[config.mk]
export PLATFORM = sky130hd
export DESIGN_NAME = kmp_first_match_finder
export DESIGN_NICKNAME = d
export VERILOG_FILES = /design/src/kfm_pkg.sv /design/src/kmp_first_match_finder.sv
export SDC_FILE = /design/constraint.sdc
export NUM_CORES = 1
export LEC_CHECK = 0
export ABC_CLOCK_PERIOD_IN_PS = 6800
export BUFFER_PORTS_ARGS = -buffer_cell sky130_fd_sc_hd__buf_2
export CAP_MARGIN = 10
export CORE_ASPECT_RATIO = 0.75
export CORE_UTILIZATION = 35
export CTS_CLUSTER_SIZE = 25
export DETAILED_ROUTE_END_ITERATION = 8
export HOLD_SLACK_MARGIN = 0.15
export PLACE_DENSITY_LB_ADDON = 0.3
export SYNTH_ARGS = -nofsm -noshare
export SYNTH_HDL_FRONTEND = slang
export SYNTH_SLANG_ARGS = --single-unit
export TNS_END_PERCENT = 1
[constraint.sdc]
create_clock -name aclk -period 6.8 [get_ports aclk]
set_input_delay 2.04 -clock aclk [delete_from_list [all_inputs] [get_ports aclk]]
set_output_delay 2.04 -clock aclk [all_outputs]
set_load 0.02 [all_outputs]
[src/kfm_pkg.sv]
// Shared constants and helpers for the KMP first-match finder.
// No dependencies; used by the top level and its checker.
package kfm_pkg;

    localparam int TEXT_BYTE_W   = 8;
    localparam int MATCH_START_W = 12;
    localparam int PAT_REG_W     = 64;
    localparam int PLEN_W        = 5;
    localparam int PAT_IDX_W     = 5;
    localparam int CFG_IDX_W     = 2;
    localparam int S_TDATA_W     = 8;
    localparam int M_TDATA_W     = 16;

    localparam logic [CFG_IDX_W-1:0] CFG_PATTERN_LOW    = 2'd0;
    localparam logic [CFG_IDX_W-1:0] CFG_PATTERN_HIGH   = 2'd1;
    localparam logic [CFG_IDX_W-1:0] CFG_PATTERN_LENGTH = 2'd2;

    // pattern byte lookup; bytes at index 16 and above read as zero
    function automatic logic [TEXT_BYTE_W-1:0] pat_byte(
        input logic [2*PAT_REG_W-1:0] pat,
        input logic [PAT_IDX_W-1:0]   idx
    );
        logic [TEXT_BYTE_W-1:0] b;
        b = pat[idx[3:0]*TEXT_BYTE_W +: TEXT_BYTE_W];
        if (idx[4]) begin
            b = '0;
        end
        return b;
    endfunction

endpackage

[src/kmp_first_match_finder.sv]
// KMP first-match finder: top level, sequencer and failure table.
// Depends on kfm_pkg.
//
// Text bytes stream in one word at a time; the block answers once per text
// with the start of the first full match, or found = 0 at the word marked
// last. The failure table is rebuilt at the first word of each text. One
// table read port serves both the table build and the text walk, under a
// small sequencer; the build and the walk each have their own byte comparator.
// A text word passes ST_IDLE, ST_MATCH (again per failure-chain step on a
// mismatch) and ST_FINISH; the first word of a text first runs ST_BUILD over
// the effective pattern length (0 counts as 1, above PATTERN_MAX as
// PATTERN_MAX), plus its chain steps. Words after the text is answered, or
// past TEXT_MAX, go from ST_IDLE to ST_FINISH. A result waits in an output
// register; the next word is accepted meanwhile. A word that produces a result
// while the previous one still waits stays in ST_FINISH until that one is taken.
module kmp_first_match_finder #(
    parameter int PATTERN_MAX = 16,
    parameter int TEXT_MAX    = 4096
) (
    input  logic                                 aclk,
    input  logic                                 aresetn,
    input  logic                                 cfg_wr_en,
    input  logic [kfm_pkg::CFG_IDX_W-1:0]        cfg_addr,
    input  logic [kfm_pkg::PAT_REG_W-1:0]        cfg_wdata,
    input  logic                                 s_tvalid,
    output logic                                 s_tready,
    input  logic [kfm_pkg::S_TDATA_W-1:0]        s_tdata,   // [7:0] text_byte
    input  logic                                 s_tlast,   // text_last
    output logic                                 m_tvalid,
    input  logic                                 m_tready,
    output logic [kfm_pkg::M_TDATA_W-1:0]        m_tdata,   // [11:0] match_start
    output logic [0:0]                           m_tuser    // [0] found
);
    import kfm_pkg::*;

    localparam int NW = $clog2(PATTERN_MAX + 1);
    localparam int FW = $clog2(PATTERN_MAX);
    localparam int PW = $clog2(TEXT_MAX + 1);
    localparam int SW = (PW > MATCH_START_W) ? PW : MATCH_START_W;

    typedef enum logic [1:0] {
        ST_IDLE,
        ST_BUILD,
        ST_MATCH,
        ST_FINISH
    } state_t;

    state_t                     state_reg;
    logic [PAT_REG_W-1:0]       pat_low_reg;
    logic [PAT_REG_W-1:0]       pat_high_reg;
    logic [PLEN_W-1:0]          plen_reg;
    logic [FW-1:0]              q_reg;
    logic [PW-1:0]              pos_reg;
    logic                       rep_reg;
    logic [FW-1:0]              i_reg;
    logic [FW-1:0]              k_reg;
    logic [TEXT_BYTE_W-1:0]     c_reg;
    logic                       last_reg;
    logic                       found_reg;
    logic [MATCH_START_W-1:0]   start_reg;
    logic                       m_valid_reg;
    logic                       m_found_reg;
    logic [MATCH_START_W-1:0]   m_start_reg;

    logic [FW-1:0]              tbl_mem [PATTERN_MAX];

    logic [2*PAT_REG_W-1:0]     pat;
    logic [NW-1:0]              n_cur;
    logic [NW-1:0]              n_new;
    logic [PLEN_W-1:0]          plen_next;
    logic [FW-1:0]              rd_addr;
    logic [FW-1:0]              tbl_rd;
    logic                       eq_b;
    logic                       eq_m;
    logic [FW-1:0]              k_next;
    logic [NW-1:0]              q_next;
    logic [NW-1:0]              i_inc;
    logic [SW-1:0]              start_full;
    logic                       pend;
    logic                       out_busy;
    logic                       accept;
    logic                       tbl_we;
    logic [FW-1:0]              tbl_wa;
    logic [FW-1:0]              tbl_wd;

    function automatic logic [NW-1:0] clamp_len(input logic [PLEN_W-1:0] len);
        logic [NW-1:0] n;
        if (len == '0) begin
            n = NW'(1);
        end else if (int'(len) > PATTERN_MAX) begin
            n = NW'(PATTERN_MAX);
        end else begin
            n = NW'(len);
        end
        return n;
    endfunction

    assign pat       = {pat_high_reg, pat_low_reg};
    assign n_cur     = clamp_len(plen_reg);
    assign plen_next = (cfg_addr == CFG_PATTERN_LENGTH) ? cfg_wdata[PLEN_W-1:0] : plen_reg;
    assign n_new     = clamp_len(plen_next);

    assign rd_addr = ((state_reg == ST_MATCH) ? q_reg : k_reg) - FW'(1);
    assign tbl_rd  = tbl_mem[rd_addr];

    assign eq_b   = pat_byte(pat, PAT_IDX_W'(i_reg)) == pat_byte(pat, PAT_IDX_W'(k_reg));
    assign eq_m   = pat_byte(pat, PAT_IDX_W'(q_reg)) == c_reg;
    assign k_next = k_reg + FW'(eq_b);
    assign q_next = NW'(q_reg) + NW'(eq_m);
    assign i_inc  = NW'(i_reg) + NW'(1);

    assign start_full = SW'(pos_reg) + SW'(1) - SW'(n_cur);

    assign accept   = s_tvalid && s_tready;
    assign pend     = found_reg || (last_reg && !rep_reg);
    assign out_busy = m_valid_reg && !m_tready;

    always_comb begin
        tbl_we = 1'b0;
        tbl_wa = '0;
        tbl_wd = '0;
        if (state_reg == ST_IDLE && accept && pos_reg == '0 && !rep_reg) begin
            tbl_we = 1'b1;
        end else if (state_reg == ST_BUILD && !(k_reg != '0 && !eq_b)) begin
            tbl_we = 1'b1;
            tbl_wa = i_reg;
            tbl_wd = k_next;
        end
    end

    always_ff @(posedge aclk) begin
        if (tbl_we) begin
            tbl_mem[tbl_wa] <= tbl_wd;
        end
    end

    always_ff @(posedge aclk) begin
        if (!aresetn) begin
            state_reg    <= ST_IDLE;
            pat_low_reg  <= '0;
            pat_high_reg <= '0;
            plen_reg     <= PLEN_W'(1);
            q_reg        <= '0;
            pos_reg      <= '0;
            rep_reg      <= 1'b0;
            found_reg    <= 1'b0;
            m_valid_reg  <= 1'b0;
        end else begin
            if (m_valid_reg && m_tready && !(state_reg == ST_FINISH && pend)) begin
                m_valid_reg <= 1'b0;
            end
            case (state_reg)
                ST_IDLE: begin
                    if (accept) begin
                        c_reg     <= s_tdata[TEXT_BYTE_W-1:0];
                        last_reg  <= s_tlast;
                        found_reg <= 1'b0;
                        i_reg     <= FW'(1);
                        k_reg     <= '0;
                        if (!rep_reg && pos_reg < PW'(TEXT_MAX)) begin
                            if (pos_reg == '0 && n_cur > NW'(1)) begin
                                state_reg <= ST_BUILD;
                            end else begin
                                state_reg <= ST_MATCH;
                            end
                            if (NW'(q_reg) >= n_cur) begin
                                q_reg <= '0;
                            end
                        end else begin
                            state_reg <= ST_FINISH;
                        end
                    end
                end
                ST_BUILD: begin
                    if (k_reg != '0 && !eq_b) begin
                        k_reg <= tbl_rd;
                    end else begin
                        k_reg <= k_next;
                        i_reg <= FW'(i_inc);
                        if (i_inc >= n_cur) begin
                            state_reg <= ST_MATCH;
                        end
                    end
                end
                ST_MATCH: begin
                    if (q_reg != '0 && !eq_m) begin
                        q_reg <= tbl_rd;
                    end else begin
                        pos_reg   <= pos_reg + PW'(1);
                        state_reg <= ST_FINISH;
                        if (q_next >= n_cur) begin
                            found_reg <= 1'b1;
                            start_reg <= start_full[MATCH_START_W-1:0];
                            rep_reg   <= 1'b1;
                            q_reg     <= '0;
                        end else begin
                            q_reg <= FW'(q_next);
                        end
                    end
                end
                ST_FINISH: begin
                    if (!(pend && out_busy)) begin
                        if (pend) begin
                            m_valid_reg <= 1'b1;
                            m_found_reg <= found_reg;
                            m_start_reg <= found_reg ? start_reg : '0;
                        end
                        if (last_reg) begin
                            pos_reg <= '0;
                            q_reg   <= '0;
                            rep_reg <= 1'b0;
                        end
                        state_reg <= ST_IDLE;
                    end
                end
                default: begin
                    state_reg <= ST_IDLE;
                end
            endcase
            if (cfg_wr_en) begin
                case (cfg_addr)
                    CFG_PATTERN_LOW:    pat_low_reg  <= cfg_wdata;
                    CFG_PATTERN_HIGH:   pat_high_reg <= cfg_wdata;
                    CFG_PATTERN_LENGTH: plen_reg     <= cfg_wdata[PLEN_W-1:0];
                    default: begin
                    end
                endcase
                // the user is to make writes land between words; the block itself does not enforce it
                if (state_reg == ST_IDLE && !accept && NW'(q_reg) >= n_new) begin
                    q_reg <= '0;
                end
            end
        end
    end

    assign s_tready = (state_reg == ST_IDLE);
    assign m_tvalid = m_valid_reg;
    assign m_tdata  = {{(M_TDATA_W-MATCH_START_W){1'b0}}, m_start_reg};
    assign m_tuser  = m_found_reg;

endmodule

# [Yosys cells after proc, flatten, opt, wreduce, memory -nomap -nowiden]
# Memories as Yosys holds them, arrays and structs flattened.
# Cells that the tools add are included.
[totals] register_bits=197 ram_bits=64 output_inout_bits=19 n_memories=1
[op_classes] n_addsub=6 magnitude_cmp=8 eq_ne=14 n_shift=3 n_mux=53 bitwise_logic=2 n_reduce_logical=46
[memory_table] name="tbl_mem" words=16 word_bits=4 rd=1 rd_ports_with_merged_regs=0 wr=1 line_no="kmp_first_match_finder.sv:65" source="logic [FW-1:0] tbl_mem [PATTERN_MAX];"
[ops] cell="indexed part select 128 x 8 -> 8 bit" count=3
[ops] cell="two-way mux 4 bit" count=18
[ops] cell="two-way mux 13 bit" count=3
[ops] cell="one-hot mux 13 bit (2 select lines)" count=1
[ops] cell="two-way mux 5 bit" count=5
[ops] cell="AND reduction 4 bit" count=5
[ops] cell="logical AND 1 bit" count=17
[ops] cell="equality test 8 bit" count=2
[ops] cell="one-hot mux 4 bit (2 select lines)" count=2
[ops] cell="two-way mux 2 bit" count=7
[ops] cell="adder 13 x 1 -> 13 bit, second input constant" count=1
[ops] cell="zero test 13 bit" count=1
[ops] cell="less-than comparator 13 bit, second input constant" count=1
[ops] cell="two-way mux 1 bit" count=13
[ops] cell="one-hot mux 4 bit (3 select lines)" count=1
[ops] cell="subtractor 12 x 5 -> 12 bit" count=1
[ops] cell="greater-or-equal comparator 4 x 5 -> 1 bit" count=2
[ops] cell="greater-or-equal comparator 5 bit" count=2
[ops] cell="> comparator 5 bit, second input constant" count=2
[ops] cell="zero test 5 bit" count=2
[ops] cell="AND reduction 5 bit" count=2
[ops] cell="!= test 2 bit, second input constant" count=4
[ops] cell="one-hot mux 2 bit (4 select lines)" count=1
[ops] cell="nonzero test 4 bit" count=2
[ops] cell="16 further kinds" count=34

# [Depth between registers and ports, before layout]
[logic_depth] word_depth=10 mapped_depth=21 ltp_nobuf=18

# [Worst setup path after synthesis]
# Ideal clock, no wire load.
[synth_timing] kind="register to register" from="reg q_reg[0]" to="reg start_reg[0], enable pin" arrival_time_ps=4353 required_ps=6404 setup_slack_ps=2050 stages_incl_launch_ff=19 n_path_buf=3 period_less_slack_ps=4750 path_cell_list="dfxtp_1 > buf_2 > buf_2 > buf_2 > mux2i_1 > a22oi_1 > a211oi_1 > a31oi_1 > a221oi_1 > and4b_1 > ha_1 > ha_1 > ha_1 > a21o_1 > a21o_1 > a21oi_1 > o21bai_1 > inv_1 > nor3_1"
[synth_between] elab_chain_len=6
[synth_lines] element="start, declared" line_no="kmp_first_match_finder.sv:52" source="logic [FW-1:0] q_reg;"
[synth_lines] element="start signal, assigned" line_no="kmp_first_match_finder.sv:187" source="q_reg <= tbl_rd;"
[synth_lines] element="start signal, assigned" line_no="kmp_first_match_finder.sv:197" source="q_reg <= FW'(q_next);"
[synth_lines] element="parallel branches: the longest is 5 deep, another holds adder 4 x 1 -> 5 bit"
[synth_lines] element="AND reduction 4 bit (no source line) *"
[synth_lines] element="end signal, assigned" line_no="kmp_first_match_finder.sv:193" source="start_reg <= start_full[MATCH_START_W-1:0];"
[synth_lines] element="end, declared" line_no="kmp_first_match_finder.sv:60" source="logic [MATCH_START_W-1:0] start_reg;"
# Mark *: on every way between the ends.
# A chain may end at the register's enable or synchronous reset.

# [Worst setup path in the final report]
[layout_timing] from="reg q_reg[0]" to="reg start_reg[4], enable pin"
# Same word-level chain as after synthesis.

==> out/metrics.csv <==
stage,metric,value,unit
layout,drive_above_1_share,0.199,
detailed_routing,drc_errors,0,
global_routing,grt_pass1_vias,10460,
timing,period_share,0.731,
critical_path,crit_path_max_fanout,29,
floorplanning,die_h,179,µm
detailed_routing,firstDrtPassIters,7,
floorplanning,core,0.0411,mm²
timing,max_freq,0.201,GHz
global_routing,antenna_found_initial,0,
synth,syn_area_per_cell,10.8,µm²
critical_path,cp.arrival,5.22,ns
timing,hold_viol,0,
clock_tree,cts_setup_buffers,0,
timing,fin_skew,0.0172,ns
layout,syn_to_final_growth,13.3,%
detailed_routing,drtAntennaViolNets,0,
clock_tree,cts_tree,yes,
critical_path,required,7.05,ns
place,dp_hpwl,30400,µm
timing,drv_slew,0,
power,leakage,5.82,nW
worst_hold_path,hold_path_class,reg -> reg,
clock_tree,cts_buffer_depth,3,
synth,synth_cell_types,74,
timing,rsz0062_at_grt,false,
timing,fin_setup_tns,0,ns
clock_tree,clk_pin_slew,0.06,ns
place,port_buffers,94,
clock_tree,worstSkewPairLatency,0.56,ns
power,ir_drop,0.176,mV
place,gp_congestion,0.940,
global_routing,track_usage,0.200,
timing,tightest_slew,1.14,ns
outcome,status,"complete, no violations",
synth,seq_area_frac_synth,0.428,
floorplanning,fp.dieW,238,µm
synth,synthFlopType,dfxtp_1,
timing,setup-violations-final,0,
detailed_routing,routedWlPerCell,21.5,µm
global_routing,grt_max_degree,89,
detailed_routing,vias,11073,
floorplanning,io-pin-count,99,
job,cap_viol_max_count,0,
synth,ys_ff_latch,261,
clock_tree,postCtsResizedCells,0,
floorplanning,initial_core_util,0.357,
detailed_routing,viasPerCell,5.56,
detailed_routing,drt_iter0_markers,916,
synth,synthCells,1359,
layout,final_nets,1524,
clock_tree,hold_buffers,0,
detailed_routing,drt_wl_total,42800,µm
critical_path,end_kind,flop,
synth,synth-edff-count,106,
floorplanning,row_count,64,
global_routing,grt_pass1_wl,65200,µm
timing,post-route-min-period,4.97,ns
floorplanning,die_area,0.0428,mm²
power,power_density,276,mW/mm²
clock_tree,cts_made_buffers,28,
layout,final_core_util,0.405,
layout,antennaDiodeCount,0,
critical_path,start_kind,flop,
synth,syn_area,0.0147,mm²
critical_path,critical_path_class,reg -> reg,
synth,synth_warnings,0,
clock_tree,clock_sinks,261,
synth,async_reset_ff_frac,0,
clock_tree,root_buffer,clkbuf_16,
global_routing,gr-total-overflow,0,
timing,max-slew-margin-rel,0.236,
clock_tree,cts-htree-levels,1,
[routing by layer]
metal  vias up  global-route usage  wire (µm)
li1       5092                   -          -
met1      5449               0.304      20600
met2       473               0.269      16800
met3        57              0.0633       4460
met4         2              0.0478        919
met5         -              0.0146         85
[layout by cell type, fill, tap and decap left out, types with 12 or more instances in the layout]
| master | count |
|---|---|
| inv_1 | 21 |
| xnor2_1 | 27 |
| buf_4 | 26 |
| nor2b_1 | 16 |
| mux4_2 | 88 |
| clkbuf_16 | 30 |
| nand3_1 | 22 |
| edfxtp_1 | 106 |
| nand2b_1 | 16 |
| a21boi_0 | 129 |
| nand2_1 | 300 |
| a21o_1 | 14 |
| a21oi_1 | 13 |
| and2_1 | 20 |
| buf_2 | 93 |
| o22ai_1 | 20 |
| a22o_1 | 12 |
| nor3_1 | 14 |
| o21ai_0 | 17 |
| ha_1 | 35 |
| dfxtp_1 | 154 |
| nor2_1 | 25 |
| mux2i_1 | 56 |
| xor2_1 | 15 |
[final cells by class]
cell class,instances,area [µm²]
Fill cell,3907,24500
Timing Repair Buffer,119,661
Sequential cell,261,6290
Inverter,22,82.6
Clock inverter,17,220
Tap cell,561,702
Clock buffer,35,800
Multi-Input combinational cell,976,7870
[cell families after synthesis]
kind of cell	Yosys count	share of synthesized area
AO/OA/AOI/OAI	260	0.130
XOR/XNOR	42	0.0251
adder cells (fa/ha/maj)	36	0.0312
buffers and inverters	125	0.0372
flip-flops	261	0.428
multiplexers	162	0.196
other	1	0.000255
AND/OR/NAND/NOR	472	0.152
[cell usage after synthesis, drive strengths merged (2+ instances only)]
master / n / area (µm²)
ha: 35 / 438
edfxtp: 106 / 3180
nor3: 18 / 110
nand2: 300 / 1130
xor2: 15 / 131
nand2b: 17 / 114
a221oi: 11 / 103
o211ai: 5 / 37.5
xnor2: 27 / 236
a21o: 14 / 105
o311ai: 5 / 43.8
mux4: 97 / 2220
inv: 21 / 78.8
a22oi: 7 / 52.6
nor4b: 5 / 56.3
and2: 20 / 125
nor3b: 5 / 37.5
dfxtp: 155 / 3100
or3: 4 / 25.0
nand3: 22 / 110
and4: 2 / 17.5
nand3b: 4 / 30.0
a211oi: 3 / 22.5
a31oi: 5 / 31.3
or3b: 3 / 26.3
clkbuf: 66 / 248
nor2: 25 / 93.8
a22o: 12 / 105
a21boi: 129 / 968
a21oi: 13 / 65.1
or2: 2 / 12.5
o22ai: 20 / 125
o221ai: 3 / 26.3
nor4: 13 / 124
mux2i: 57 / 571
o31ai: 4 / 30.0
o21ai: 18 / 93.8
nor2b: 16 / 100
mux2: 8 / 90.1
buf: 37 / 216
and3: 10 / 62.6
[through the flow]
step	cells	hold WS [ns]	worst slack (ns)	instance area, µm²	power [mW]
after floorplan	1362	0.445	2.05	14700	2.61
after global placement	1939	0.468	1.61	15600	2.92
after detailed placement	1939	0.475	1.52	15600	2.93
after CTS	1991	0.492	1.86	16600	4.62
after global routing	1991	0.528	1.37	16600	4.78
final	1991	0.492	1.83	16600	4.59
[final timing paths]
check               from           end  slack, ns  cells past startpoint
max             q_reg[0]  start_reg[4]       1.83                     18
min          plen_reg[0]   plen_reg[0]       0.49                      2
max reg2reg     q_reg[0]  start_reg[4]       1.83                     18
min reg2reg  plen_reg[0]   plen_reg[0]       0.49                      2
[where the power goes]
part,internal (mW),switching [mW]
combinational,0.475,0.629
clock,1.02,0.654
sequential,1.72,0.0887
total,3.22,1.37
[worst max-delay path, cell delays in order, from the launching register on]
cell and delay [ns]:
dfxtp_2 0.92, buf_4 0.40, buf_4 0.26, mux4_2 0.51
mux2i_1 0.18, xnor2_1 0.15, nand2_1 0.07, o211ai_1 0.11
and4b_1 0.27, ha_1 0.22, ha_1 0.30, ha_1 0.29
a21o_1 0.11, a21o_1 0.10, a21oi_1 0.06, o21bai_1 0.20
inv_1 0.12, nor3_1 0.15, buf_4 0.24
(Power assumes the default switching activity.)
